### src/rtl/eer_pkg.sv
package eer_pkg;

   localparam int ANGLE_BITS_DEFAULT = 32;
   localparam int STEPS = 32;
   localparam int Q_W = 34;
   localparam int V_W = 54;
   localparam int RAD_W = 48;
   localparam int TILT_W = 32;
   localparam logic [31:0] TILT_RESET = 32'd279641627;
   localparam logic signed [Q_W-1:0] CORDIC_GAIN = 34'sd652032874;
   localparam logic [31:0] HALF_TURN = 32'h8000_0000;
   localparam logic [31:0] QUARTER_TURN = 32'h4000_0000;

   // Rotation lane: Q4.30 vector, residual angle and the half-turn flip.
   typedef struct packed {
      logic signed [Q_W-1:0] x;
      logic signed [Q_W-1:0] y;
      logic signed [Q_W-1:0] z;
      logic                  flip;
   } rot_type;

   // Vectoring lane: scaled vector, accumulated angle and the null-vector flag.
   typedef struct packed {
      logic signed [V_W-1:0] x;
      logic signed [V_W-1:0] y;
      logic [31:0]           z;
      logic                  zero;
   } vec_type;

   // One step of the restoring square root.
   typedef struct packed {
      logic [63:0] n;
      logic [63:0] root;
   } sqrt_type;

   function automatic logic [31:0] atan_turn(input int i);
      logic [31:0] r;
      case (i)
         0: r = 32'h20000000;  1: r = 32'h12E4051E;  2: r = 32'h09FB385B;
         3: r = 32'h051111D4;  4: r = 32'h028B0D43;  5: r = 32'h0145D7E1;
         6: r = 32'h00A2F61E;  7: r = 32'h00517C55;  8: r = 32'h0028BE53;
         9: r = 32'h00145F2F; 10: r = 32'h000A2F98; 11: r = 32'h000517CC;
        12: r = 32'h00028BE6; 13: r = 32'h000145F3; 14: r = 32'h0000A2FA;
        15: r = 32'h0000517D; 16: r = 32'h000028BE; 17: r = 32'h0000145F;
        18: r = 32'h00000A30; 19: r = 32'h00000518; 20: r = 32'h0000028C;
        21: r = 32'h00000146; 22: r = 32'h000000A3; 23: r = 32'h00000051;
        24: r = 32'h00000029; 25: r = 32'h00000014; 26: r = 32'h0000000A;
        27: r = 32'h00000005; 28: r = 32'h00000003; 29: r = 32'h00000001;
        30: r = 32'h00000001;
        default: r = 32'h00000000;
      endcase
      return r;
   endfunction

   // Folds an angle into the quarter-turn band either side of zero.
   function automatic rot_type rot_seed(input logic [31:0] ang);
      rot_type     r;
      logic [31:0] t;
      logic [31:0] a;
      t = ang + QUARTER_TURN;
      a = t[31] ? ang + HALF_TURN : ang;
      r.flip = t[31];
      r.x = CORDIC_GAIN;
      r.y = '0;
      r.z = {{(Q_W-32){a[31]}}, a};
      return r;
   endfunction

   function automatic logic signed [Q_W-1:0] qmul(input logic signed [Q_W-1:0] a,
                                                  input logic signed [Q_W-1:0] b);
      logic signed [2*Q_W-1:0] p;
      p = a * b;
      return p[Q_W+29:30];
   endfunction

   // Scales both terms, reflects the left half-plane and flags the null vector.
   function automatic vec_type vec_seed(input logic signed [V_W-1:0] y,
                                        input logic signed [V_W-1:0] x);
      vec_type               r;
      logic signed [V_W-1:0] xs;
      logic signed [V_W-1:0] ys;
      xs = x <<< 16;
      ys = y <<< 16;
      r.zero = (x == '0) && (y == '0);
      if (xs < 0) begin
         r.x = -xs;
         r.y = -ys;
         r.z = HALF_TURN;
      end else begin
         r.x = xs;
         r.y = ys;
         r.z = '0;
      end
      return r;
   endfunction

endpackage

### src/rtl/eer_vec_cell.sv
module eer_vec_cell #(
   parameter int STEP = 0
) (
   input  logic             clock,
   input  eer_pkg::vec_type d,
   output eer_pkg::vec_type q
);
   import eer_pkg::*;

   localparam logic [31:0] ANG = atan_turn(STEP);

   vec_type q_ff;
   vec_type q_in;

   always_comb begin
      q_in.zero = d.zero;
      if (d.y < 0) begin
         q_in.x = d.x - (d.y >>> STEP);
         q_in.y = d.y + (d.x >>> STEP);
         q_in.z = d.z - ANG;
      end else begin
         q_in.x = d.x + (d.y >>> STEP);
         q_in.y = d.y - (d.x >>> STEP);
         q_in.z = d.z + ANG;
      end
   end

   always_ff @(posedge clock) begin
      q_ff <= q_in;
   end

   assign q = q_ff;
endmodule

### config.mk
export PLATFORM = sky130hd
export DESIGN_NAME = eer_vec_cell
export DESIGN_NICKNAME = d
export VERILOG_FILES = /design/src/rtl/eer_pkg.sv /design/src/rtl/eer_vec_cell.sv
export SDC_FILE = /design/constraint.sdc
export NUM_CORES = 1
export LEC_CHECK = 0
export ABC_AREA = 1
export BUFFER_PORTS_ARGS = -buffer_cell sky130_fd_sc_hd__buf_2
export CORE_MARGIN = 2
export CORE_UTILIZATION = 55
export DETAILED_ROUTE_END_ITERATION = 16
export MAX_ROUTING_LAYER = met4
export PLACE_DENSITY = 0.85
export SKIP_CTS_REPAIR_TIMING = 1
export SYNTH_ARGS = -nofsm -noshare
export SYNTH_HDL_FRONTEND = slang
export SYNTH_SLANG_ARGS = --single-unit
### constraint.sdc
create_clock -name clock -period 2.5 [get_ports clock]
set_clock_uncertainty 0.15 [all_clocks]
set_input_delay 0.125 -clock clock [delete_from_list [all_inputs] [get_ports clock]]
set_output_delay 0.125 -clock clock [all_outputs]
set_load 0.005 [all_outputs]
After elaboration in Yosys (flattened, before gate mapping)
Index checks and enable logic that the tools add are counted.
Storage, ports and cells
  logic and storage cells: 11
  register bits after elaboration: 141
Operators by class
  $lt $le $gt $ge: 1
  multiplexer cells: 1
  add/sub/neg operators: 5
Operators with widths (count)
  2-to-1 mux 140 bit: 1
  subtractor 54 bit: 2
  adder 54 bit: 1
  less-than comparator 54 x 1 -> 1 bit, second input constant: 1
  adder 32 x 30 -> 32 bit, second input constant: 1
  subtractor 32 x 30 -> 32 bit, second input constant: 1

Depth between registers and ports, before layout
  word-level depth: 2
  depth in mapped cells: 18
  gate-level depth less buffers: 17

Least setup slack after synthesis
No wires, ideal clock.
  path kind: input-to-reg
  start point: input d[33] in the netlist's numbering
  end point: register q_ff, in the netlist q[85]
  stages: 13
  data arrival time: 1607 ps
  data required time: 2236 ps
  setup time: 114 ps
  setup slack: 629 ps
  cell sequence: ha_1 > fa_1 > nand2_1 > nand2_1 > and2_1 > nand2_1 > nand3_2 > nand2_1 > nand2_1 > nand2_1 > nand3_1 > nand3_1 > nand2_1
RTL lines
  start: declaration: RTL line eer_vec_cell.sv:5  | input eer_pkg::vec_type d,
  end signal: assignment: RTL line eer_vec_cell.sv:29  | q_ff <= q_in;
  end: declaration: RTL line eer_vec_cell.sv:12  | vec_type q_ff;

==> flow_summary.json <==
{
  "period_minus_slack_ns": 2.37,
  "vias_per_cell": 5.48,
  "p_sw_mw": 4.47,
  "cp_cell_sequence": "buf_2 > inv_1 > ha_1 > nand2_2 > nor2_2 > nand2_1 > nor2_1 > nand2_1 > nand3_1 > a21oi_1 > nand2b_1 > nand3_1 > nand2_1",
  "clockRootBuffer": "clkbuf_16",
  "clkSinkCount": 140,
  "swShare_pct": 43.7,
  "power_mw": 10.2,
  "synth_top_family_by_area": "simple AND/OR/NAND/NOR gates",
  "ir_worst_vdd_uv": 528,
  "dp_slack_ns": -0.00224,
  "area_growth_pct": 24.2,
  "numCtsBuffers": 17,
  "syn_area_um2": 17500,
  "drive_gt1_share_pct": 19.2,
  "clk_path_buf_depth": 2,
  "synth.mux.area_fraction_pct": 0.0574,
  "synthCells": 3088,
  "leakage_nw": 12.7,
  "yosysWarnings": 0,
  "dp_hpwl_mm": 60.2,
  "cp_common_cell": "nand2_1",
  "synthAdderAreaFrac_pct": 13.0,
  "power.internal_mw": 5.77,
  "postRouteAntennaNets": 0,
  "final.fill_count": 2978,
  "cp_slowest_stage_delay_ns": 0.60,
  "yosys.area_share.simple_pct": 41.3,
  "grt-ovfl-total": 0,
  "finalHoldViolations": 0,
  "status": "complete, no violations",
  "seq_area_frac_synth_pct": 16.1,
  "synth-seq-cells": 140,
  "vias": 21958,
  "rows": 65,
  "initial_core_util_pct": 55.6,
  "tightestPinTransition_ns": 0.664,
  "fin_ws_ns": 0.132,
  "finalSetupViolCount": 0,
  "diodes": 0,
  "dieWidth_um": 182,
  "power.density_nw_per_um2": 472,
  "grt_pass1_wl_mm": 107,
  "final_common_cell": "nand2_1",
  "cp.arrival_ns": 2.58,
  "numPortBuffers": 282,
  "ios": 283,
  "crit_path_end_kind": "flip-flop",
  "path_max_fanout": 9,
  "largest_reg_flops": 140,
  "final_cell_mix": "nand2_1 (1,034), inv_1 (565), buf_2 (281)",
  "die_area_um2": 33200,
  "synthXorXnorAreaFrac_pct": 1.46,
  "clock_power_share_pct": 26.0,
  "cp.required_ns": 2.71,
  "relSlewSlack_pct": 55.2,
  "htreeDepth": 4,
  "synth_compound_area_share_pct": 12.7,
  "cp_slowest_cell": "ha_1",
  "hp-class": "in -> reg",
  "slew_violations": 0,
  "clkTransAtPathRegs_ns": 0.07,
  "grt_usage_pct": 43.5,
  "finalNetCount": 3912,
  "cts_tree": "yes",
  "drt_first_pass_iters": 8,
  "die_y_um": 182,
  "antenna_found_initial": 0,
  "syn_nets": 3409,
  "yosysUniqueCellTypes": 46,
  "p_seq_share_pct": 26.2,
  "multiInputGateArea_um2": 12000,
  "wl_per_cell_um": 18.5,
  "drcViolationCount": 0,
  "worst-setup-path-type": "in -> reg",
  "place_congestion": 1.12,
  "fmax_ghz": 0.422,
  "share_comb_of_total_power_pct": 47.8,
  "routed_wirelength_mm": 74.2,
  "grt_pass1_vias": 19852,
  "cap_violations": 0,
  "grt_max_degree": 110,
  "dr.first_iter.drc_count": 2131,
  "core_area_um2": 31400,
  "register_area_um2": 2800,
  "syn-mean-instance-area_um2": 5.65,
  "crit_path_start_kind": "primary input",
  "period_share_pct": 94.7
}
[final timing paths]
check	start	to	slack (ns)	depth (start not counted)
worst max-delay path	d[40]	q[124]$_DFF_P_	0.13	13
worst min-delay path	d[88]	q[34]$_DFF_P_	0.03	4
[metal layers]
| layer | track usage, % | wire (um) |
|---|---|---|
| met5 | - | 0 |
| met1 | 54.4 | 29500 |
| met3 | 9.02 | 8560 |
| met4 | 20.8 | 4340 |
| met2 | 67.2 | 31800 |
[worst max-delay path, delay by kind of cell]
family	cells	cell delay, ns
AND/OR/NAND/NOR	9	1.51
adder cells (fa/ha/maj)	1	0.60
AO/OA/AOI/OAI	1	0.18
buffers and inverters	2	0.15
[cell families (layout without fill, tap and decap cells)]
group                      after synthesis  after routing
AOI/OAI and AO/OA                      394            394
and+or+nand+nor                       1680           1680
adders and majority gates              179            179
muxes                                    1              1
buffers and inverters                  665           1181
DFF                                    140            140
xor gates and xnor gates                29             29
[power groups by stage]
stage          Clock [mW]  Sequential, mW  Combinational [mW]
5_1_grt              2.75            2.71                5.26
4_1_cts              2.64            2.67                4.62
6_report             2.66            2.69                4.89
3_5_place_dp            0            2.72                4.59
3_3_place_gp            0            2.71                4.56
2_1_floorplan           0            2.76                2.56
[Yosys cell counts, drive strengths merged]
cell    instances  area [um^2]
a211oi          1         7.51
a21o            1         7.51
a21oi         185          971
a31oi           4         25.0
and2           15         93.8
buf            60          424
clkbuf         15         56.3
clkinv          3         11.3
dfxtp         140         2800
fa              4         80.1
ha            175         2190
inv           587         2200
mux2i           1         10.0
nand2        1061         4070
nand2b          1         6.26
nand3         260         1320
nand3b          7         52.6
nand4          49          307
nor2          254         1110
nor3           28          221
o211ai          8         75.1
o21a            2         15.0
o21ai         132          661
o21bai         44          345
o22ai          16          100
o31ai           1         7.51
or2             5         31.3
xnor2           2         17.5
xor2           27          236
[cell type report]
cell class | instances | area share (%)
Multi-Input combinational cell | 2283 | 55.1
Timing Repair Buffer | 559 | 16.7
Sequential cell | 140 | 12.9
Inverter | 590 | 10.2
Tap cell | 402 | 2.32
Clock buffer | 17 | 1.96
Clock inverter | 15 | 0.733
[stage by stage]
stage	hold WS [ns]	instances	util (%)	setup TNS, ns	cell area (um^2)
floorplan	0.00272	3088	-	0	17500
global placement	0.0769	3937	66.0	0	20700
detailed placement	0.0790	3937	66.0	-0.00224	20700
CTS	-0.403	3969	67.9	0	21300
global route	0.0447	4006	69.1	-0.0887	21700
finish	0.0285	4006	69.1	0	21700
Power figures use the tool's default switching activity.
