## config.mk

```make
export PLATFORM = sky130hd
export DESIGN_NAME = eer_rot_cell
export DESIGN_NICKNAME = d
export VERILOG_FILES = /design/src/rtl/eer_pkg.sv /design/src/rtl/eer_rot_cell.sv
export SDC_FILE = /design/constraint.sdc
export NUM_CORES = 1
export LEC_CHECK = 0
export ABC_AREA = 0
export BUFFER_PORTS_ARGS = -buffer_cell sky130_fd_sc_hd__buf_2
export CORE_MARGIN = 1
export CORE_UTILIZATION = 56
export CTS_BUF_LIST = sky130_fd_sc_hd__clkbuf_8
export CTS_CLUSTER_DIAMETER = 120
export CTS_CLUSTER_SIZE = 40
export DETAILED_ROUTE_END_ITERATION = 10
export PLACE_DENSITY = 0.87
export SKIP_LAST_GASP = 1
export SLEW_MARGIN = 20
export SYNTH_ARGS = -nofsm -noshare
export SYNTH_HDL_FRONTEND = slang
export SYNTH_SLANG_ARGS = --single-unit
```

## constraint.sdc

```tcl
create_clock -name clock -period 3.27 [get_ports clock]
set_input_delay 0.654 -clock clock [delete_from_list [all_inputs] [get_ports clock]]
set_output_delay 0.654 -clock clock [all_outputs]
set_load 0.01 [all_outputs]
```

## src/rtl/eer_pkg.sv

```systemverilog
package eer_pkg;

   localparam int ANGLE_BITS_DEFAULT = 32;
   localparam int STEPS = 32;
   localparam int Q_W = 34;
   localparam int V_W = 54;
   localparam int RAD_W = 48;
   localparam int TILT_W = 32;
   localparam logic [31:0] TILT_RESET = 32'd279641627;
   localparam logic signed [Q_W-1:0] CORDIC_GAIN = 34'sd652032874;
   localparam logic [31:0] HALF_TURN = 32'h8000_0000;
   localparam logic [31:0] QUARTER_TURN = 32'h4000_0000;

   // Rotation lane: Q4.30 vector, residual angle and the half-turn flip.
   typedef struct packed {
      logic signed [Q_W-1:0] x;
      logic signed [Q_W-1:0] y;
      logic signed [Q_W-1:0] z;
      logic                  flip;
   } rot_type;

   // Vectoring lane: scaled vector, accumulated angle and the null-vector flag.
   typedef struct packed {
      logic signed [V_W-1:0] x;
      logic signed [V_W-1:0] y;
      logic [31:0]           z;
      logic                  zero;
   } vec_type;

   // One step of the restoring square root.
   typedef struct packed {
      logic [63:0] n;
      logic [63:0] root;
   } sqrt_type;

   function automatic logic [31:0] atan_turn(input int i);
      logic [31:0] r;
      case (i)
         0: r = 32'h20000000;  1: r = 32'h12E4051E;  2: r = 32'h09FB385B;
         3: r = 32'h051111D4;  4: r = 32'h028B0D43;  5: r = 32'h0145D7E1;
         6: r = 32'h00A2F61E;  7: r = 32'h00517C55;  8: r = 32'h0028BE53;
         9: r = 32'h00145F2F; 10: r = 32'h000A2F98; 11: r = 32'h000517CC;
        12: r = 32'h00028BE6; 13: r = 32'h000145F3; 14: r = 32'h0000A2FA;
        15: r = 32'h0000517D; 16: r = 32'h000028BE; 17: r = 32'h0000145F;
        18: r = 32'h00000A30; 19: r = 32'h00000518; 20: r = 32'h0000028C;
        21: r = 32'h00000146; 22: r = 32'h000000A3; 23: r = 32'h00000051;
        24: r = 32'h00000029; 25: r = 32'h00000014; 26: r = 32'h0000000A;
        27: r = 32'h00000005; 28: r = 32'h00000003; 29: r = 32'h00000001;
        30: r = 32'h00000001;
        default: r = 32'h00000000;
      endcase
      return r;
   endfunction

   // Folds an angle into the quarter-turn band either side of zero.
   function automatic rot_type rot_seed(input logic [31:0] ang);
      rot_type     r;
      logic [31:0] t;
      logic [31:0] a;
      t = ang + QUARTER_TURN;
      a = t[31] ? ang + HALF_TURN : ang;
      r.flip = t[31];
      r.x = CORDIC_GAIN;
      r.y = '0;
      r.z = {{(Q_W-32){a[31]}}, a};
      return r;
   endfunction

   function automatic logic signed [Q_W-1:0] qmul(input logic signed [Q_W-1:0] a,
                                                  input logic signed [Q_W-1:0] b);
      logic signed [2*Q_W-1:0] p;
      p = a * b;
      return p[Q_W+29:30];
   endfunction

   // Scales both terms, reflects the left half-plane and flags the null vector.
   function automatic vec_type vec_seed(input logic signed [V_W-1:0] y,
                                        input logic signed [V_W-1:0] x);
      vec_type               r;
      logic signed [V_W-1:0] xs;
      logic signed [V_W-1:0] ys;
      xs = x <<< 16;
      ys = y <<< 16;
      r.zero = (x == '0) && (y == '0);
      if (xs < 0) begin
         r.x = -xs;
         r.y = -ys;
         r.z = HALF_TURN;
      end else begin
         r.x = xs;
         r.y = ys;
         r.z = '0;
      end
      return r;
   endfunction

endpackage

```

## src/rtl/eer_rot_cell.sv

```systemverilog
module eer_rot_cell #(
   parameter int STEP = 0
) (
   input  logic             clock,
   input  eer_pkg::rot_type d,
   output eer_pkg::rot_type q
);
   import eer_pkg::*;

   localparam logic signed [Q_W-1:0] ANG = {{(Q_W-32){1'b0}}, atan_turn(STEP)};

   rot_type q_ff;
   rot_type q_in;

   always_comb begin
      q_in.flip = d.flip;
      if (d.z >= 0) begin
         q_in.x = d.x - (d.y >>> STEP);
         q_in.y = d.y + (d.x >>> STEP);
         q_in.z = d.z - ANG;
      end else begin
         q_in.x = d.x + (d.y >>> STEP);
         q_in.y = d.y - (d.x >>> STEP);
         q_in.z = d.z + ANG;
      end
   end

   always_ff @(posedge clock) begin
      q_ff <= q_in;
   end

   assign q = q_ff;
endmodule

```

* Yosys cells after proc, flatten, opt, wreduce, memory -nomap -nowiden
Cells that the tools add are included.
** Storage, ports and cells
- Output and inout bits :: 103
- Word-level logic and storage cells :: 11
- Input bits :: 104
- Bits in registers :: 103
** Operators by class
- $add $sub $neg :: 5
- $lt $le $gt $ge :: 1
- Muxes and demuxes :: 1
** Operators with widths (count)
- two-way mux 102 bit :: 1
- subtractor 34 bit :: 2
- adder 34 x 31 -> 34 bit, second input constant :: 1
- adder 34 bit :: 1
- greater-or-equal comparator 34 x 1 -> 1 bit, second input constant :: 1
- subtractor 34 x 31 -> 34 bit, second input constant :: 1

* Depth between registers and ports, before layout
Gate-level depths: netlist of the first run.
- Depth in word-level cells :: 2
- Mapped depth :: 13

* Least setup slack after synthesis of the first run
OpenSTA, ideal clock, no wires.
- Kind :: input port to flip-flop
- Start point :: input port d[36] (netlist name)
- End point :: register q_ff (netlist bit q[100])
- Required time :: 3.139 ns
- Path slack :: 0.420 ns
- Stages on the path :: 11
- Arrival time :: 2.718 ns
- Setup time :: 0.131 ns
- Path through :: inv_1 -> ha_1 -> nor2b_1 -> o2111a_1 -> o311ai_2 -> and2_2 -> o21ai_2 -> a31o_4 -> a2111oi_4 -> a21oi_2 -> xor2_1
** RTL lines
- from (decl) :: RTL line eer_rot_cell.sv:5 : input eer_pkg::rot_type d,
- to (signal assigned) :: RTL line eer_rot_cell.sv:29 : q_ff <= q_in;
- to (decl) :: RTL line eer_rot_cell.sv:12 : rot_type q_ff;

==> results of run 1 <==
-- metrics by stage --
step                hold WS, ps  setup TNS [ps]  utilization, %  area [µm²]
floorplan                 681.7               0               -        8102
global placement          756.1          -96.64           69.80        9764
detailed placement        763.1          -298.9           69.80        9764
CTS                       345.3               0           71.34        9980
global route              345.3               0           71.41        9990
finish                    350.7               0           71.41        9990
-- kinds of logic after synthesis --
| logic type | after synthesis | share of synthesized area [%] |
|---|---|---|
| multiplexers | 6 | 0.7413 |
| AND/OR/NAND/NOR | 257 | 15.68 |
| flip-flops | 102 | 25.20 |
| adder cells (fa/ha/maj) | 108 | 17.05 |
| AO/OA/AOI/OAI | 334 | 26.80 |
| buffers and inverters | 145 | 7.181 |
| XOR/XNOR | 68 | 7.351 |
-- cell usage after synthesis, types with 5 or more instances --
cell	n	area [µm²]
buf_4	5	37.54
o211ai_1	11	82.58
buf_2	9	45.04
or3_1	7	43.79
nand4_1	11	68.82
and2_1	6	37.54
a21o_1	21	157.7
nor3_1	24	120.1
o31ai_1	7	52.55
nor2_1	77	289.0
a211oi_1	17	127.6
o21a_1	12	90.09
nor4_1	12	75.07
ha_1	104	1301
or2_2	7	43.79
nand2b_1	15	93.84
a31oi_1	8	50.05
inv_2	5	18.77
a21oi_1	127	635.6
o21bai_1	19	142.6
xnor2_1	57	499.2
o31a_1	7	61.31
mux2i_1	6	60.06
clkbuf_1	23	86.33
nand3_1	13	65.06
dfxtp_1	102	2042
nor2b_1	15	93.84
o21ai_0	56	280.3
xor2_1	11	96.34
inv_1	97	364.1
nand2_1	53	198.9
-- layer usage --
layer,GRT usage (%),up-vias
li1,-,4069
met3,7.063,91
met4,18.83,0
met5,0,-
met2,59.34,465
met1,38.36,3946
-- final timing paths --
kind              cells after the start   from     to  slack (ps)
setup / recovery                     13  d[35]  q[67]         240
hold / removal                        1   d[0]   q[0]         350
-- power by group --
group	switching (mW)	total, mW	internal [mW]	leakage, nW
clock	0.542	0.850	0.308	0.105
combinational	1.02	1.76	0.742	3.89
sequential	0.0655	1.53	1.47	0.861
total	1.62	4.14	2.52	4.85
-- critical path, cell delays in order --
cell	delay, ps
buf_2	120
ha_1	230
fa_1	410
nor2b_1	170
o211ai_1	250
nand3_1	220
a21oi_2	310
o21ai_2	140
buf_12	140
a211oi_2	270
a21oi_1	130
a2bb2oi_1	190
xor2_1	150
-- final cells by class --
type | count | area, µm²
Clock inverter | 7 | 91.34
Clock buffer | 9 | 123.9
Inverter | 104 | 390.4
Timing Repair Buffer | 278 | 1622
Antenna cell | 4 | 10.01
Tap cell | 180 | 225.2
Sequential cell | 102 | 2042
Multi-Input combinational cell | 773 | 5485
Fill cell | 1180 | 3999
==> results.py, run 1 <==
metrics = {
    "global_routing": {
        "grt_max_degree": 80,
        "grt_first_pass_wirelength_mm": 39.68,
        "antenna_found_initial": 5,
        "grt_pass1_vias": 8090,
        "grt_usage_pct": 33.97,
        "grt_remaining_overflow": 0,
    },
    "yosys": {
        "async_reset_ff_share_pct": 0,
        "syn-instance-count": 1020,
        "ys_warn_count": 0,
        "synth_edf_count": 0,
        "synth_fp_nets": 1232,
        "synth.yosys.seq_area_share_pct": 25.20,
        "synthesis.area_um2": 8102,
        "synth_flop_cell": "dfxtp_1",
        "avgSynthCellArea_um2": 7.943,
        "ys_types": 74,
        "synth-seq-cells": 102,
    },
    "clocking": {
        "clock-sinks": 102,
        "cts_resized": 0,
        "post-cts-setup-buffers": 0,
        "clkTransAtPathRegs_ps": 130,
        "cts_root_buffer": "clkbuf_8",
        "cts_buffers": 9,
        "cts_tree": "done",
        "clock_path_buffers": 2,
        "htreeDepth": 3,
        "cts_hold_buf": 0,
    },
    "route": {
        "route.detailed.drc": 0,
        "wirelength_met1_mm": 9.985,
        "vias": 8571,
        "highest-signal-layer": "met4",
        "ant_nets": 0,
        "drt_iter0_drc": 631,
        "viasPerCell": 5.883,
        "first_pass_iters": 7,
        "wl_met2_mm": 12.26,
        "wl_mm": 25.63,
        "avgRoutedWirePerCell_um": 17.59,
        "dr_wl_met3_mm": 2.248,
    },
    "place": {
        "port_buffers": 206,
        "gp_congestion": 1.025,
        "dp.cells": 1437,
        "pre_cts_slack_ps": -118.3,
        "dp_hpwl_mm": 20.56,
    },
    "floorplanning": {
        "fp.dieW_um": 122.3,
        "coreArea_um2": 13990,
        "fp-row-count": 43,
        "ios": 207,
        "initial_core_util_pct": 57.92,
        "die_h_um": 122.3,
        "die-area_um2": 14950,
    },
    "final_layout": {
        "area_growth_syn_to_layout_pct": 23.31,
        "nets": 1480,
        "largest_reg_flops": 102,
        "layout_commonest_cell": "buf_2",
        "mostFrequentLayoutCells": "buf_2, a21oi_1, ha_1",
        "drive_gt1_share_pct": 25.69,
        "fin_cells": 1457,
    },
    "worst_setup_path": {
        "worstPathRequired_ps": 3620,
        "critPathLaunchType": "primary input",
        "endpoint_kind": "flip-flop",
        "worstSetupPathType": "in2reg",
        "arrival_ps": 3380,
        "worstPathMaxFanout": 4,
    },
    "outcome": {
        "status": "completed",
    },
    "timing": {
        "min_period_ps": 3035,
        "tightestPinTransition_ps": 544.4,
        "drv_slew": 0,
        "fin_ws_ps": 235.1,
        "final-hold-violation-count": 0,
        "rsz0062_at_grt": "no",
        "final-setup-viol-count": 0,
        "slew_headroom_pct": 63.49,
        "fmax_ghz": 0.3295,
        "period_share_pct": 92.81,
    },
    "job": {
        "drv_cap": 0,
    },
    "power_and_ir_drop": {
        "pwr_density_cell_nw_per_um2": 414.6,
        "power_mw": 4.142,
        "p_leak_nw": 4.851,
        "peakVddDrop_v": 0.0002253,
    },
    "worst_hold_path": {
        "min_path_type": "in2reg",
    },
}
No activity file was read; power rests on OpenSTA's default activity.
==> run 2: changes to the inputs <==
Settings changed: PLACE_DENSITY 0.87 to 0.88.
==> run 2 against run 1 <==
  * Clock-buffer cell count unchanged
  * First-iteration DRC count grew 13%
  * Utilization decreased by 0.072 points
  * Die area stayed put
  * Setup slack got worse by 20 ps
  * Maximum frequency is 0.65% lower
  * Combinational power about the same
  * Wire length grew 2.8%
  * Non-clock buffer count up 4
  * Via count fell by 0.20%
  * Largest cell class unchanged
  * Highest routed layer unchanged
==> results.py, run 2 (synthesized netlist as in run 1, its figures left out) <==
metrics = {
    "timing": {
        "fin_ws_ps": 215.3,
        "slew_headroom_pct": 55.73,
        "rsz0062_at_grt": "no",
        "tightestPinTransition_ps": 660.1,
        "fmax_ghz": 0.3274,
        "final-setup-viol-count": 0,
        "min_period_ps": 3055,
        "final-hold-violation-count": 0,
        "period_share_pct": 93.42,
        "whs_ps": 344.5,
        "drv_slew": 0,
    },
    "global_routing": {
        "grt_usage_pct": 35.49,
        "grt_max_degree": 80,
        "grt_pass1_vias": 8310,
        "grt_remaining_overflow": 0,
        "antenna_found_initial": 3,
        "grt_first_pass_wirelength_mm": 40.99,
    },
    "route": {
        "wl_mm": 26.34,
        "first_pass_iters": 5,
        "route.detailed.drc": 0,
        "ant_nets": 0,
        "viasPerCell": 5.859,
        "avgRoutedWirePerCell_um": 18.04,
        "drt_iter0_drc": 715,
        "vias": 8554,
    },
    "worst_setup_path": {
        "worstPathRequired_ps": 3600,
        "endpoint_kind": "flip-flop",
        "worstPathMaxFanout": 6,
        "crit_path_cell_trace": "buf_2, ha_1, fa_1, nor2b_1, o211ai_1, nand3_1, a21oi_2, o21ai_2, a211oi_2, a21oi_1, a2bb2oi_1, xor2_1",
        "cpPeakStageDelay_ps": 410,
        "critPathTopFamily": "compound AO/OA/AOI/OAI gates",
        "path_buf_inv": 1,
        "slowest_stage": "fa_1",
        "endpoint": "q[67]",
        "arrival_ps": 3380,
        "critPathLaunchType": "primary input",
        "startpoint": "d[35]",
        "crit_cells": 12,
        "worstSetupPathType": "in2reg",
    },
    "final_layout": {
        "fin_cells": 1460,
        "largest_reg_flops": 102,
        "fin_util_pct": 71.34,
        "layout_commonest_cell": "buf_2",
        "mostFrequentLayoutCells": "buf_2, a21oi_1, ha_1",
        "area_growth_syn_to_layout_pct": 23.18,
        "drive_gt1_share_pct": 25.92,
        "stdcell_area_um2": 9980,
        "nFillCells": 1147,
        "nets": 1484,
    },
    "place": {
        "dp_hpwl_mm": 21.00,
        "dp.cells": 1441,
        "pre_cts_slack_ps": -124.6,
        "dpl_cell_area_um2": 9757,
        "port_buffers": 206,
        "gp_congestion": 1.015,
    },
    "clocking": {
        "post-cts-setup-buffers": 0,
        "cts_root_buffer": "clkbuf_8",
        "clock_path_buffers": 2,
        "cts_hold_buf": 0,
        "cts_resized": 0,
        "cts_tree": "done",
        "clock-sinks": 102,
        "cts_buffers": 9,
        "htreeDepth": 3,
        "clkTransAtPathRegs_ps": 110,
    },
    "outcome": {
        "status": "completed",
    },
    "job": {
        "drv_cap": 0,
    },
    "power_and_ir_drop": {
        "peakVddDrop_v": 0.0002500,
        "p_leak_nw": 4.857,
        "pwr_density_cell_nw_per_um2": 417.0,
    },
    "worst_hold_path": {
        "min_path_type": "in2reg",
        "hold_depth": 1,
    },
    "floorplanning": {
        "die_h_um": 122.3,
        "fp.dieW_um": 122.3,
        "die-area_um2": 14950,
        "fp-row-count": 43,
        "initial_core_util_pct": 57.92,
        "ios": 207,
        "coreArea_um2": 13990,
    },
}
## run 2: through the flow
step / setup TNS (ps) / total power, mW
floorplan: 0 / 2.582
global placement: -2.093 / 3.270
detailed placement: -240.9 / 3.288
CTS: 0 / 4.144
global route: 0 / 4.392
finish: 0 / 4.162
## run 2: cell type report
type                       instances  area (µm²)  share of cell area (%)
multi-input combinational        773        5485                   54.96
sequential                       102        2042                   20.46
timing repair buffer             282        1614                   16.17
inverter                         104       390.4                   3.912
tap                              180       225.2                   2.257
clock buffer                       9       123.9                   1.241
clock inverter                     7       91.34                  0.9152
antenna                            3       7.507                 0.07523
## run 2: worst min path at each step
stage | start | end | slack [ps]
2_1_floorplan | d[0] | q[0] | 680
3_3_place_gp | d[0] | q[0] | 760
3_5_place_dp | d[0] | q[0] | 760
4_1_cts | d[0] | q[0] | 330
5_1_grt | d[0] | q[0] | 330
6_report | d[0] | q[0] | 340
## run 2: per-layer routing
| layer | GRT usage [%] | vias to the layer above | routed length [µm] | part of all wire [%] |
|---|---|---|---|---|
| li1 | - | 4070 | - | - |
| met1 | 40.48 | 3906 | 10240 | 39 |
| met2 | 61.03 | 473 | 12680 | 48 |
| met3 | 7.063 | 105 | 2117 | 8.0 |
| met4 | 21.19 | 0 | 1301 | 4.9 |
| met5 | 0 | - | 0 | 0 |
## run 2: power by group
part | internal [mW] | switching [mW]
clock network | 0.309 | 0.545
registers | 1.47 | 0.0693
logic | 0.741 | 1.03
total | 2.52 | 1.64
