File: config.mk
export PLATFORM = sky130hd
export DESIGN_NAME = eer_sqrt_cell
export DESIGN_NICKNAME = d
export VERILOG_FILES = /design/src/rtl/eer_pkg.sv /design/src/rtl/eer_sqrt_cell.sv
export SDC_FILE = /design/constraint.sdc
export NUM_CORES = 1
export LEC_CHECK = 0
export BUFFER_PORTS_ARGS = -buffer_cell sky130_fd_sc_hd__buf_4
export CAP_MARGIN = 20
export CORE_AREA = 2 2 122 124
export CTS_BUF_LIST = sky130_fd_sc_hd__clkbuf_4
export DETAILED_ROUTE_END_ITERATION = 7
export DIE_AREA = 0 0 124 126
export GPL_ROUTABILITY_DRIVEN = 0
export GPL_TIMING_DRIVEN = 0
export PLACE_DENSITY = 0.93
export REMOVE_ABC_BUFFERS = 1
export SKIP_LAST_GASP = 1
export SLEW_MARGIN = 20
export SYNTH_ARGS = -nofsm -noshare
export SYNTH_HDL_FRONTEND = slang
export SYNTH_SLANG_ARGS = --single-unit
export TNS_END_PERCENT = 5
File: constraint.sdc
create_clock -name clock -period 4.1 [get_ports clock]
set_clock_uncertainty 0.1 [all_clocks]
set_input_delay 0.41 -clock clock [delete_from_list [all_inputs] [get_ports clock]]
set_output_delay 0.41 -clock clock [all_outputs]
set_load 0.02 [all_outputs]
File: src/rtl/eer_pkg.sv
package eer_pkg;

   localparam int ANGLE_BITS_DEFAULT = 32;
   localparam int STEPS = 32;
   localparam int Q_W = 34;
   localparam int V_W = 54;
   localparam int RAD_W = 48;
   localparam int TILT_W = 32;
   localparam logic [31:0] TILT_RESET = 32'd279641627;
   localparam logic signed [Q_W-1:0] CORDIC_GAIN = 34'sd652032874;
   localparam logic [31:0] HALF_TURN = 32'h8000_0000;
   localparam logic [31:0] QUARTER_TURN = 32'h4000_0000;

   // Rotation lane: Q4.30 vector, residual angle and the half-turn flip.
   typedef struct packed {
      logic signed [Q_W-1:0] x;
      logic signed [Q_W-1:0] y;
      logic signed [Q_W-1:0] z;
      logic                  flip;
   } rot_type;

   // Vectoring lane: scaled vector, accumulated angle and the null-vector flag.
   typedef struct packed {
      logic signed [V_W-1:0] x;
      logic signed [V_W-1:0] y;
      logic [31:0]           z;
      logic                  zero;
   } vec_type;

   // One step of the restoring square root.
   typedef struct packed {
      logic [63:0] n;
      logic [63:0] root;
   } sqrt_type;

   function automatic logic [31:0] atan_turn(input int i);
      logic [31:0] r;
      case (i)
         0: r = 32'h20000000;  1: r = 32'h12E4051E;  2: r = 32'h09FB385B;
         3: r = 32'h051111D4;  4: r = 32'h028B0D43;  5: r = 32'h0145D7E1;
         6: r = 32'h00A2F61E;  7: r = 32'h00517C55;  8: r = 32'h0028BE53;
         9: r = 32'h00145F2F; 10: r = 32'h000A2F98; 11: r = 32'h000517CC;
        12: r = 32'h00028BE6; 13: r = 32'h000145F3; 14: r = 32'h0000A2FA;
        15: r = 32'h0000517D; 16: r = 32'h000028BE; 17: r = 32'h0000145F;
        18: r = 32'h00000A30; 19: r = 32'h00000518; 20: r = 32'h0000028C;
        21: r = 32'h00000146; 22: r = 32'h000000A3; 23: r = 32'h00000051;
        24: r = 32'h00000029; 25: r = 32'h00000014; 26: r = 32'h0000000A;
        27: r = 32'h00000005; 28: r = 32'h00000003; 29: r = 32'h00000001;
        30: r = 32'h00000001;
        default: r = 32'h00000000;
      endcase
      return r;
   endfunction

   // Folds an angle into the quarter-turn band either side of zero.
   function automatic rot_type rot_seed(input logic [31:0] ang);
      rot_type     r;
      logic [31:0] t;
      logic [31:0] a;
      t = ang + QUARTER_TURN;
      a = t[31] ? ang + HALF_TURN : ang;
      r.flip = t[31];
      r.x = CORDIC_GAIN;
      r.y = '0;
      r.z = {{(Q_W-32){a[31]}}, a};
      return r;
   endfunction

   function automatic logic signed [Q_W-1:0] qmul(input logic signed [Q_W-1:0] a,
                                                  input logic signed [Q_W-1:0] b);
      logic signed [2*Q_W-1:0] p;
      p = a * b;
      return p[Q_W+29:30];
   endfunction

   // Scales both terms, reflects the left half-plane and flags the null vector.
   function automatic vec_type vec_seed(input logic signed [V_W-1:0] y,
                                        input logic signed [V_W-1:0] x);
      vec_type               r;
      logic signed [V_W-1:0] xs;
      logic signed [V_W-1:0] ys;
      xs = x <<< 16;
      ys = y <<< 16;
      r.zero = (x == '0) && (y == '0);
      if (xs < 0) begin
         r.x = -xs;
         r.y = -ys;
         r.z = HALF_TURN;
      end else begin
         r.x = xs;
         r.y = ys;
         r.z = '0;
      end
      return r;
   endfunction

endpackage

File: src/rtl/eer_sqrt_cell.sv
module eer_sqrt_cell #(
   parameter int STEP = 0
) (
   input  logic              clock,
   input  eer_pkg::sqrt_type d,
   output eer_pkg::sqrt_type q
);
   import eer_pkg::*;

   localparam logic [63:0] BIT = 64'd1 << (62 - 2 * STEP);

   sqrt_type    q_ff;
   sqrt_type    q_in;
   logic [63:0] trial;

   always_comb begin
      trial = d.root + BIT;
      if (d.n >= trial) begin
         q_in.n = d.n - trial;
         q_in.root = (d.root >> 1) + BIT;
      end else begin
         q_in.n = d.n;
         q_in.root = d.root >> 1;
      end
   end

   always_ff @(posedge clock) begin
      q_ff <= q_in;
   end

   assign q = q_ff;
endmodule

# Yosys cells after proc, flatten, opt, wreduce, memory -nomap -nowiden
# Cells that the tools add are included.
[word_totals]
reg_bits = 128
latchBits = 0
mem_bits_rw = 0
rom_bits = 0
inputBits = 129
out_inout_bits = 128
word_cells = 8
mem_count = 0
[classes]
n_addsub = 3
mul = 0
div = 0
n_lt_le_gt_ge = 1
n_eq_ne = 0
shifts = 0
muxes = 1
bitwise = 0
reduce_logical = 0
[ops]
columns = ["operator", "count"]
rows = [
  ["$mux W128", 1],
  ["$add A63 B63 Y64 const B", 1],
  ["$add A64 B63 Y64 const B", 1],
  ["$ge A64 B64 Y1", 1],
  ["$sub A64 B64 Y64", 1],
]

# Depth between registers and ports, before layout
# Gate-level depths: netlist of run 1.
[logic_depth]
ltp_word = 3
mapped_depth = 14
mapped_depth_nobuf = 13

# Worst setup path before layout of run 1
# Ideal clock, no wire load.
[synth_path]
kind = "input to register"
from = "input d[16] in the netlist's numbering"
to = "register q_ff (netlist bit q[124])"
setup_time_ps = 118
arrival_time_ps = 3016
required_time_ps = 3882
setup_slack_ps = 866
stages = 12
path_cell_list = "inv_1 -> ha_1 -> and2_1 -> nand3_1 -> or3_1 -> a41o_1 -> nor3_2 -> o21ai_1 -> o41ai_4 -> or4b_1 -> a21oi_1 -> nor3_1"
[synth_rtl]
columns = ["element", "line_no", "source"]
rows = [
  ["from (decl)", "eer_sqrt_cell.sv:5", "input eer_pkg::sqrt_type d,"],
  ["to (signal assigned)", "eer_sqrt_cell.sv:28", "q_ff <= q_in;"],
  ["to (decl)", "eer_sqrt_cell.sv:12", "sqrt_type q_ff;"],
]

==> metrics, run 1 <==
result of the run complete, no violations; count of buffers inserted at the top-level ports about 260; Yosys warnings 0; number of H-tree levels 4; number of flip-flops in the largest register between 100 and 150; data arrival time of the critical path 4350 ps; synth unique cells between 50 and 60; Clock transition at path regs 120 ps; number of synthesized flops with an enable pin 0; post-synthesis share of cell area spent on and, or, nand and nor gates 15.5%; worst setup path class in -> reg; Die Width 124 µm; fin crit period 4030 ps; leading cell type in the layout, fill and taps excluded buf_4; Critical Path Start Type primary input; first-iteration detailed-routing DRC count roughly 960; most area-consuming cells after synthesis dfxtp_1 (35%), ha_1 (11%), a21oi_1 (7.6%), a21o_1 (5.0%), xnor2_1 (4.3%); max-slew violations 0; Leakage between 5 and 6 nW; unrepaired setup endpoints after global routing yes; Post-Synthesis Cells between 800 and 900; Clk Tree Root Cell clkbuf_4; drt total wl approximately 28,000 µm; number of standard-cell rows in the floorplan 44; total gr overflow 0; routed vias/inst between 5 and 6; critical-path cell list dlygate4sd3_1 -> buf_4 -> inv_1 -> ha_1 -> o211ai_1 -> a21oi_1 -> o41ai_2 -> nor4bb_2 -> nor3_2 -> o21ai_1 -> o41ai_4 -> buf_4 -> buf_6 -> buf_4 -> nor2_1 -> a21oi_1; die footprint between 15,000 and 20,000 µm²; transition time at the pin with the least slew margin 723 ps; Largest stage delay, worst path roughly 540 ps; most frequent cells in the layout buf_4 (264), dfxtp_1 (128), a21oi_1 (111), dlygate4sd3_1 (104), nor2_1 (82); nets 1,432; post-placement cell count around 1,300; required time worst endpoint roughly 4400 ps; FF+latch count, synth 128; antenna violations before repair 3; post-detailed-placement half-perimeter wirelength approximately 17,000 µm; initial standard-cell utilization of the core around half; dominant cell type by area after synthesis dfxtp_1; type of element capturing the critical path flop; via count between 8,000 and 9,000; Final Setup Violations 0; most repeated library cell on the critical path buf_4; Synth Flop Type dfxtp_1; class of the worst hold path in -> reg; maxcap violations 0; slowest stage cell, crit path dlygate4sd3_1; via count of the first global-routing pass around 8,300; number of top-level pins around 260; chip height between 100 and 150 µm; final hold slack 15.3 ps; Synth-to-Final Area Change 47.2%; largest family of logic cells by synthesized area compound AO/OA/AOI/OAI gates; global router's overall resource usage around a third; clk sinks about 130; share of the synthesized area in compound gates (AO/OA/AOI/OAI) 23.3%; mapped cell area about 7300 µm²; sum of negative setup slack 0 ps; maximum vdd drop approximately 0.00025 V; fraction of the yosys area taken by sequential cells between 30% and 40%; Std-Cell Core Area ~14,000 µm²; async set-reset flop share out of synthesis 0%; # DRC 0; Avg Synthesized Cell Area between 8 and 9 µm²; maximum fanout along the worst path 17; CTS tree built; adder-cell share of the synthesized area about 11%; Peak Freq between 200 and 250 MHz; multiplexer fraction of the synthesized cell area approximately 2.3%; fraction of layout cells with a size suffix above 1 25.7%; worst slew margin relative to its limit between 50% and 60%; first-pass GRT wire length roughly 42,000 µm; portion of the clock cycle consumed by the worst path in the final layout 98.3%; average wire per standard cell 19.2 µm; count of placed standard cells in the final layout, fillers left out about 1,400; largest net degree at the start of global routing 19; number of clock buffers inserted by TritonCTS 17; total power divided by cell area ~370 nW/µm²; fraction of post-synthesis cell area in the top cell type by area 35.0%; number of nets with antenna violations after routing 0; number of search-and-repair iterations in the first detailed-routing pass 7; buffer depth of the longest clock path 2; Hold Violations, Final 0; xor/xnor cell area share of the yosys netlist between 6 and 7%
==> synth_stat cells, drive strengths merged, types with 7 or more instances <==
cell type  number
a21o           49
a21oi         111
a31oi           7
and2           10
and3           13
buf            11
clkbuf         26
dfxtp         128
ha             64
inv            78
mux2           14
nand2          52
nand3          14
nand4          18
nor2           82
nor2b          10
nor3           12
o211ai          7
o21a            7
o21ai          43
o21bai         11
xnor2          36
xor2           20
==> where the power goes <==
part           internal (mW)  switching (mW)  total [mW]
sequential              1.41          0.0544        1.46
combinational          0.705           0.908        1.61
clock                  0.418           0.532       0.950
total                   2.53            1.49        4.02
==> per-layer routing <==
layer  vias to the layer above  part of all wire [%]  track usage, %
met5                         -                 0.047               0
met4                         2                   7.0            21.0
met3                       177                    10            13.2
met2                       561                    49            59.4
met1                      3828                    34            34.6
li1                       3808                     -               -
==> path summary, 6_finish.rpt <==
path | from | endpoint | slack (ps) | cells past startpoint
worst max-delay path | d[3] | q[81] | 70 | 16
worst min-delay path | d[120] | q[120] | 20 | 3
==> kinds of logic (layout without fill, tap and decap cells) <==
family / after synthesis / count (layout)
AOI/OAI and AO/OA: 272 / 272
xor gates and xnor gates: 56 / 56
adders and majority gates: 65 / 65
buffers and inverters: 115 / 481
DFF: 128 / 128
muxes: 15 / 15
other: 0 / 2
and+or+nand+nor: 234 / 234
==> cell type report <==
| class | count | area, µm² |
|---|---|---|
| antenna | 2 | 5.00 |
| clock buffer | 17 | 128 |
| clock inverter | 15 | 168 |
| fill | 898 | 3520 |
| inverter | 78 | 293 |
| multi-input combinational | 642 | 4350 |
| sequential | 128 | 2560 |
| tap | 184 | 230 |
| timing repair buffer | 371 | 3060 |
==> metrics by stage <==
step	worst slack (ps)	instance area, µm²	util, %	total power, mW
2_1_floorplan	-1910	7170	-	2.36
3_3_place_gp	-3480	9330	65.2	2.87
3_5_place_dp	-125	9390	65.6	2.90
4_1_cts	53.2	10700	74.9	3.90
5_1_grt	-133	10800	75.4	4.19
6_report	71.0	10800	75.4	4.02
==> timing repair <==
action / CTS / global route
endpoints found under the hold margin: 104 / 1
hold buffers: 103 / 1
setup buffers: 0 / 3
setup endpoints to repair: 0 / 29
resized for setup: 0 / 6
==> worst max-delay path: cells and delay by family <==
kind	cells	cell delay, ps
AOI/OAI and AO/OA	6	1320
adders and majority gates	1	390
buffers and inverters	6	1220
and+or+nand+nor	3	1000
Note: power is estimated with default switching activity, not from simulation.
==> inputs of run 2 (changes only) <==
- ABC_AREA: default -> 1
- CORE_AREA: 2 2 122 124 -> 2 2 136 138
- DIE_AREA: 0 0 124 126 -> 0 0 138 140
==> run 2 against run 1 <==
The run now ends with DRC left. Die area increased by 24%. Wire length up 30%. Core utilization down 0.57 points. Sequential cell count is the same. Synthesized area is 32% higher. Largest power group unchanged.
==> metrics, run 2 <==
result of the run complete, but fails checks (was complete, no violations); failing checks DRC; Die Width 138 µm (was 124 µm); count of buffers inserted at the top-level ports 256 (unchanged); Yosys warnings 0 (unchanged); cell types with the highest counts after synthesis nand2_1 (762), inv_1 (401), dfxtp_1 (128) (was dfxtp_1 (128), a21oi_1 (111), nor2_1 (82)); cell area after layout 13,300 µm² (was 10,800 µm²); Final Setup Violations 0 (unchanged); library cell with the highest instance count after synthesis nand2_1 (was dfxtp_1); via count of the first global-routing pass 12,200 (was 8,295); required time worst endpoint 4450 ps (was 4430 ps); Clock transition at path regs 130 ps (was 120 ps); worst slew margin relative to its limit 39.6% (was 51.3%); area of placed instances 11,800 µm² (was 9390 µm²); number of standard-cell rows in the floorplan 49 (was 44); synth unique cells 29 (was 58); largest net degree at the start of global routing 69 (was 19); Resized cells post-CTS 0 (unchanged); Hold Startpoint d[100] (was d[120]); Std-Cell Core Area 17,800 µm² (was 14,300 µm²); Avg Synthesized Cell Area 5.65 µm² (was 8.28 µm²); number of flip-flops in the largest register 128 (unchanged); nets 2,293 (was 1,432); met3 capacity usage during global routing 10.2% (was 13.2%); post-synthesis share of cell area spent on and, or, nand and nor gates 42.6% (was 15.5%); maximum vdd drop 0.000222 V (was 0.000247 V); share of the synthesized area in compound gates (AO/OA/AOI/OAI) 2.73% (was 23.3%); multiplexer fraction of the synthesized cell area 0% (was 2.29%); die footprint 19,300 µm² (was 15,600 µm²); xor/xnor cell area share of the yosys netlist 2.90% (was 6.69%); routed vias/inst 5.25 (was 5.83); maximum fanout along the worst path 68 (was 17); most frequent cells in the layout nand2_1 (762), inv_1 (401), buf_4 (256), dfxtp_1 (128), dlygate4sd3_1 (125) (was buf_4 (264), dfxtp_1 (128), a21oi_1 (111), dlygate4sd3_1 (104), nor2_1 (82)); Leakage 8.17 nW (was 5.33 nW); total power divided by cell area 315 nW/µm² (was 373 nW/µm²); depth of the worst hold-timing path 3 (unchanged); drt total wl 35,900 µm (was 27,600 µm); Synth Flop Type dfxtp_1 (unchanged); largest family of logic cells by synthesized area simple AND/OR/NAND/NOR gates (was compound AO/OA/AOI/OAI gates); dominant cell type by area after synthesis nand2_1 (was dfxtp_1); met2 usage 62.6% (was 59.4%); count of placed standard cells in the final layout, fillers left out 2,342 (was 1,437); CTS tree built (unchanged); post-CTS repair timing setup buffer count 0 (unchanged); Synth-to-Final Area Change 37.5% (was 47.2%); number of synthesized flops with an enable pin 0 (unchanged); # DRC 1 (was 0); via count 12,300 (was 8,376); number of top-level pins 257 (unchanged); chip height 140 µm (was 126 µm); leading cell type in the layout, fill and taps excluded nand2_1 (was buf_4); Post-Synthesis Cells 1,712 (was 885); fraction of layout cells with a size suffix above 1 15.3% (was 25.7%); antenna violations before repair 2 (was 3); async set-reset flop share out of synthesis 0% (unchanged); max-slew violations 0 (unchanged); buffer depth of the longest clock path 2 (unchanged); Peak Freq 259 MHz (was 248 MHz); mapped cell area 9680 µm² (was 7330 µm²); fraction of the yosys area taken by sequential cells 26.5% (was 35.0%); average wire per standard cell 15.3 µm (was 19.2 µm); number of clock buffers inserted by TritonCTS 17 (unchanged); data arrival time of the critical path 4210 ps (was 4350 ps); cts-stage hold buffer count 125 (was 103); FF+latch count, synth 128 (unchanged); final design utilization 74.8% (was 75.4%); sum of negative setup slack 0 ps (unchanged); first-iteration detailed-routing DRC count 1,778 (was 962); Clk Tree Root Cell clkbuf_4 (unchanged); fraction of post-synthesis cell area in the top cell type by area 29.6% (was 35.0%); Critical Path Start Type primary input (unchanged); first-pass GRT wire length 57,600 µm (was 41,700 µm); Total Power 4.19 mW (was 4.02 mW); worst setup path class in -> reg (unchanged); most area-consuming cells after synthesis nand2_1 (30%), dfxtp_1 (26%), inv_1 (16%), ha_1 (8.3%), nor2_1 (4.3%) (was dfxtp_1 (35%), ha_1 (11%), a21oi_1 (7.6%), a21o_1 (5.0%), xnor2_1 (4.3%)); clk sinks 128 (unchanged); number of nets with antenna violations after routing 0 (unchanged); post-placement cell count 2,184 (was 1,296); transition time at the pin with the least slew margin 906 ps (was 723 ps); busiest layer in global routing met2 (unchanged); unrepaired setup endpoints after global routing no (was yes); post-detailed-placement half-perimeter wirelength 25,600 µm (was 17,400 µm); maxcap violations 0 (unchanged); WHS Endpoint q[100] (was q[120]); global router's overall resource usage 36.8% (was 34.5%); total gr overflow 0 (unchanged); number of search-and-repair iterations in the first detailed-routing pass 8 (was 7); portion of the clock cycle consumed by the worst path in the final layout 94.2% (was 98.3%); adder-cell share of the synthesized area 8.48% (was 11.2%); number of H-tree levels 4 (unchanged); class of the worst hold path in -> reg (unchanged); Hold Violations, Final 0 (unchanged); fin crit period 3860 ps (was 4030 ps); met1 track demand over resource in global routing 41.3% (was 34.6%); initial standard-cell utilization of the core 54.4% (was 51.2%); type of element capturing the critical path flop (unchanged)
[run 2: cell count changes after synthesis, sizes merged, moves of 37 or more]
cell / change
a21oi: -67
nand2: +718
nand3: +76
nor2: +37
inv: +329
a21o: -49
[run 2: cells by family (layout without fill, tap and decap cells)]
group	Yosys count	after routing
buffers and inverters	420	820
AND/OR/NAND/NOR	1015	1015
flip-flops	128	128
XOR/XNOR	32	32
other	0	1
AO/OA/AOI/OAI	52	52
adder cells (fa/ha/maj)	65	65
[run 2: worst max-delay path by stage]
stage | start | to | slack [ps] | cells after the start
finish | d[64] | q[100] | 240 | 19
global route | d[64] | q[73] | 110 | 19
CTS | d[64] | q[100] | 420 | 19
detailed placement | d[0] | q[100] | 340 | 17
global placement | d[0] | q[100] | 440 | 17
floorplan | d[64] | q[121] | 1270 | 17
[run 2: where the power goes]
group / internal, mW / leakage (nW) / switching, mW / total, mW
clock: 0.304 / 0.125 / 0.562 / 0.866
combinational: 0.697 / 6.96 / 1.15 / 1.85
sequential: 1.41 / 1.08 / 0.0574 / 1.47
total: 2.42 / 8.17 / 1.77 / 4.19
[run 2: layer usage]
metal | share of wire, % | routed length (µm)
met5 | 0.036 | 13
met4 | 6.2 | 2220
met3 | 12 | 4400
met2 | 46 | 16700
met1 | 35 | 12600
[run 2: layout make-up]
type / count / area, µm²
diodes: 1 / 2.50
clock buffers: 17 / 128
clock inverters: 15 / 136
fillers: 1325 / 4480
inverters: 407 / 1530
multi-input cells: 1164 / 5480
flip-flops and latches: 128 / 2560
well taps: 229 / 287
repair buffers: 381 / 3170
[run 2: worst max-delay path, cell delays in order]
cell and delay [ps]:
dlygate4sd3_1 520, buf_4 90, inv_1 40, ha_1 210, fa_1 400, inv_1 120, nand3_1 120, nand2_4 130
nand2_2 50, nand2_2 110, nand2_1 80, nand2_2 150, nand2_2 80, nand3_2 90, nand2_2 70, nand2_4 660
inv_4 500, nand2_1 170, nand2_1 140
[run 2: through the flow]
step                hold slack (ps)  worst slack [ps]
global route                  0.784               115
finish                         48.9               238
floorplan                       338              1270
detailed placement              425               339
global placement                424               437
CTS                            15.4               418
==> inputs of run 3 (changes only) <==
- CAP_MARGIN: 20 -> default
- CTS_CLUSTER_DIAMETER: default -> 40
- MAX_ROUTING_LAYER: default -> met4
==> run 3 against run 2 <==
The flow still finishes with violations (DRC). Count of clock-buffer cells in the layout did not move. Core utilization barely moved. Cell count barely moved. Sequential share of layout area barely moved. Critical endpoint unchanged.
==> metrics, run 3 (synthesis gave the netlist of run 2 again) <==
pre-CTS setup slack 339 ps (unchanged); Peak Freq 259 MHz (about the same); total gr overflow 0 (unchanged); antenna violations before repair 1 (was 2); Worst Slack Setup Final 246 ps (was 238 ps); buffer depth of the longest clock path 2 (unchanged); die footprint 19,300 µm² (unchanged); most frequent cells in the layout nand2_1 (762), inv_1 (401), buf_4 (256), dfxtp_1 (128), dlygate4sd3_1 (125) (unchanged); slowest stage cell, crit path nand2_4 (unchanged); final hold slack 51.1 ps (was 48.9 ps); Leakage 8.17 nW (about the same); count of buffers inserted at the top-level ports 256 (unchanged); unrepaired setup endpoints after global routing no (unchanged); Final Setup Violations 0 (unchanged); maxcap violations 0 (unchanged); met1 track demand over resource in global routing 41.8% (was 41.3%); drt total wl 36,100 µm (was 35,900 µm); Std-Cell Core Area 17,800 µm² (unchanged); Die Width 138 µm (unchanged); first-iteration detailed-routing DRC count 1,847 (was 1,778); busiest layer in global routing met2 (unchanged); initial standard-cell utilization of the core 54.4% (unchanged); met3 capacity usage during global routing 9.20% (was 10.2%); clk sinks 128 (unchanged); area taken by multi-input logic gates 5480 µm² (unchanged); Largest stage delay, worst path 630 ps (was 660 ps); Hold Startpoint d[100] (unchanged); total power divided by cell area 315 nW/µm² (about the same); filler cell count in the final layout 1,325 (unchanged); portion of the clock cycle consumed by the worst path in the final layout 94.0% (was 94.2%); nets 2,293 (unchanged); sum of negative setup slack 0 ps (unchanged); met2 usage 63.3% (was 62.6%); average wire per standard cell 15.4 µm (was 15.3 µm); required time worst endpoint 4460 ps (was 4450 ps); CTS tree built (unchanged); class of the worst hold path in -> reg (unchanged); critical-path cell list dlygate4sd3_1 -> buf_4 -> inv_1 -> ha_1 -> fa_1 -> inv_1 -> nand3_1 -> nand2_4 -> nand2_2 -> nand2_2 -> nand2_1 -> nand2_2 -> nand2_2 -> nand3_2 -> nand2_2 -> nand2_4 -> inv_4 -> nand2_1 -> nand2_1 (unchanged); number of flip-flops in the largest register 128 (unchanged); result of the run complete, but fails checks (unchanged); max-slew violations 0 (unchanged); fraction of layout cells with a size suffix above 1 15.3% (unchanged); failing checks DRC (unchanged); via count of the first global-routing pass 12,200 (about the same); Clock transition at path regs 130 ps (about the same); most repeated library cell on the critical path nand2_2 (unchanged); Hold Violations, Final 0 (unchanged); Critical Path Start Type primary input (unchanged); maximum vdd drop 0.000223 V (was 0.000222 V); Seq. cell area 2560 µm² (unchanged); type of element capturing the critical path flop (unchanged); maximum fanout along the worst path 68 (unchanged); worst setup path class in -> reg (unchanged); via count 12,300 (about the same); leading cell type in the layout, fill and taps excluded nand2_1 (unchanged); fin crit period 3850 ps (was 3860 ps); first-pass GRT wire length 57,600 µm (about the same); transition time at the pin with the least slew margin 899 ps (was 906 ps); routed vias/inst 5.26 (was 5.25); Resized cells post-CTS 0 (unchanged); critical path startpoint d[64] (unchanged); global router's overall resource usage 37.8% (was 36.8%); # DRC 2 (was 1); worst slew margin relative to its limit 40.1% (was 39.6%); number of standard-cell rows in the floorplan 49 (unchanged); data arrival time of the critical path 4210 ps (about the same); post-detailed-placement half-perimeter wirelength 25,600 µm (unchanged); number of top-level pins 257 (unchanged); largest net degree at the start of global routing 69 (unchanged); Clk Tree Root Cell clkbuf_4 (unchanged); number of search-and-repair iterations in the first detailed-routing pass 8 (unchanged); number of clock buffers inserted by TritonCTS 17 (unchanged); chip height 140 µm (unchanged); number of nets with antenna violations after routing 0 (unchanged); Synth-to-Final Area Change 37.5% (about the same); number of H-tree levels 4 (unchanged)
[run 3: timing repair]
item	in CTS	in global routing
setup buffers	0	0
hold endpoints to repair	126	0
hold buffers	125	0
[run 3: metrics by stage]
stage / std cells / utilization [%] / area [µm²] / power (mW)
2_1_floorplan: 1699 / - / 9580 / 2.50
3_3_place_gp: 2184 / 66.3 / 11800 / 3.10
3_5_place_dp: 2184 / 66.3 / 11800 / 3.15
4_1_cts: 2341 / 74.8 / 13300 / 4.09
5_1_grt: 2343 / 74.8 / 13300 / 4.40
6_report: 2344 / 74.8 / 13300 / 4.19
[run 3: critical path: cells and delay by family]
family                     cells  cell delay [ps]
and+or+nand+nor               12             1810
adders and majority gates      2              610
buffers and inverters          5             1280
[run 3: cell type report]
cell class	instances	area share, %
clock buffers	17	0.959
diodes	3	0.0564
clock inverters	15	1.02
well taps	229	2.15
flip-flops and latches	128	19.3
multi-input cells	1164	41.2
repair buffers	381	23.8
inverters	407	11.5
[run 3: final timing paths]
path	end	slack, ps	depth (start not counted)
hold / removal	q[100]	50	3
setup / recovery	q[100]	250	19
[run 3: routing by layer]
layer | vias to the layer above | wire length [µm]
met1 | 5375 | 12900
met2 | 925 | 16800
met3 | 219 | 4320
met5 | - | 0
met4 | 0 | 2140
li1 | 5814 | -
[run 3: power by group]
group          internal (mW)  leakage, nW  total [mW]  switching [mW]
sequential              1.41         1.08        1.47          0.0572
clock                  0.304        0.125       0.870           0.566
combinational          0.697         6.96        1.85            1.15
total                   2.42         8.17        4.19            1.78
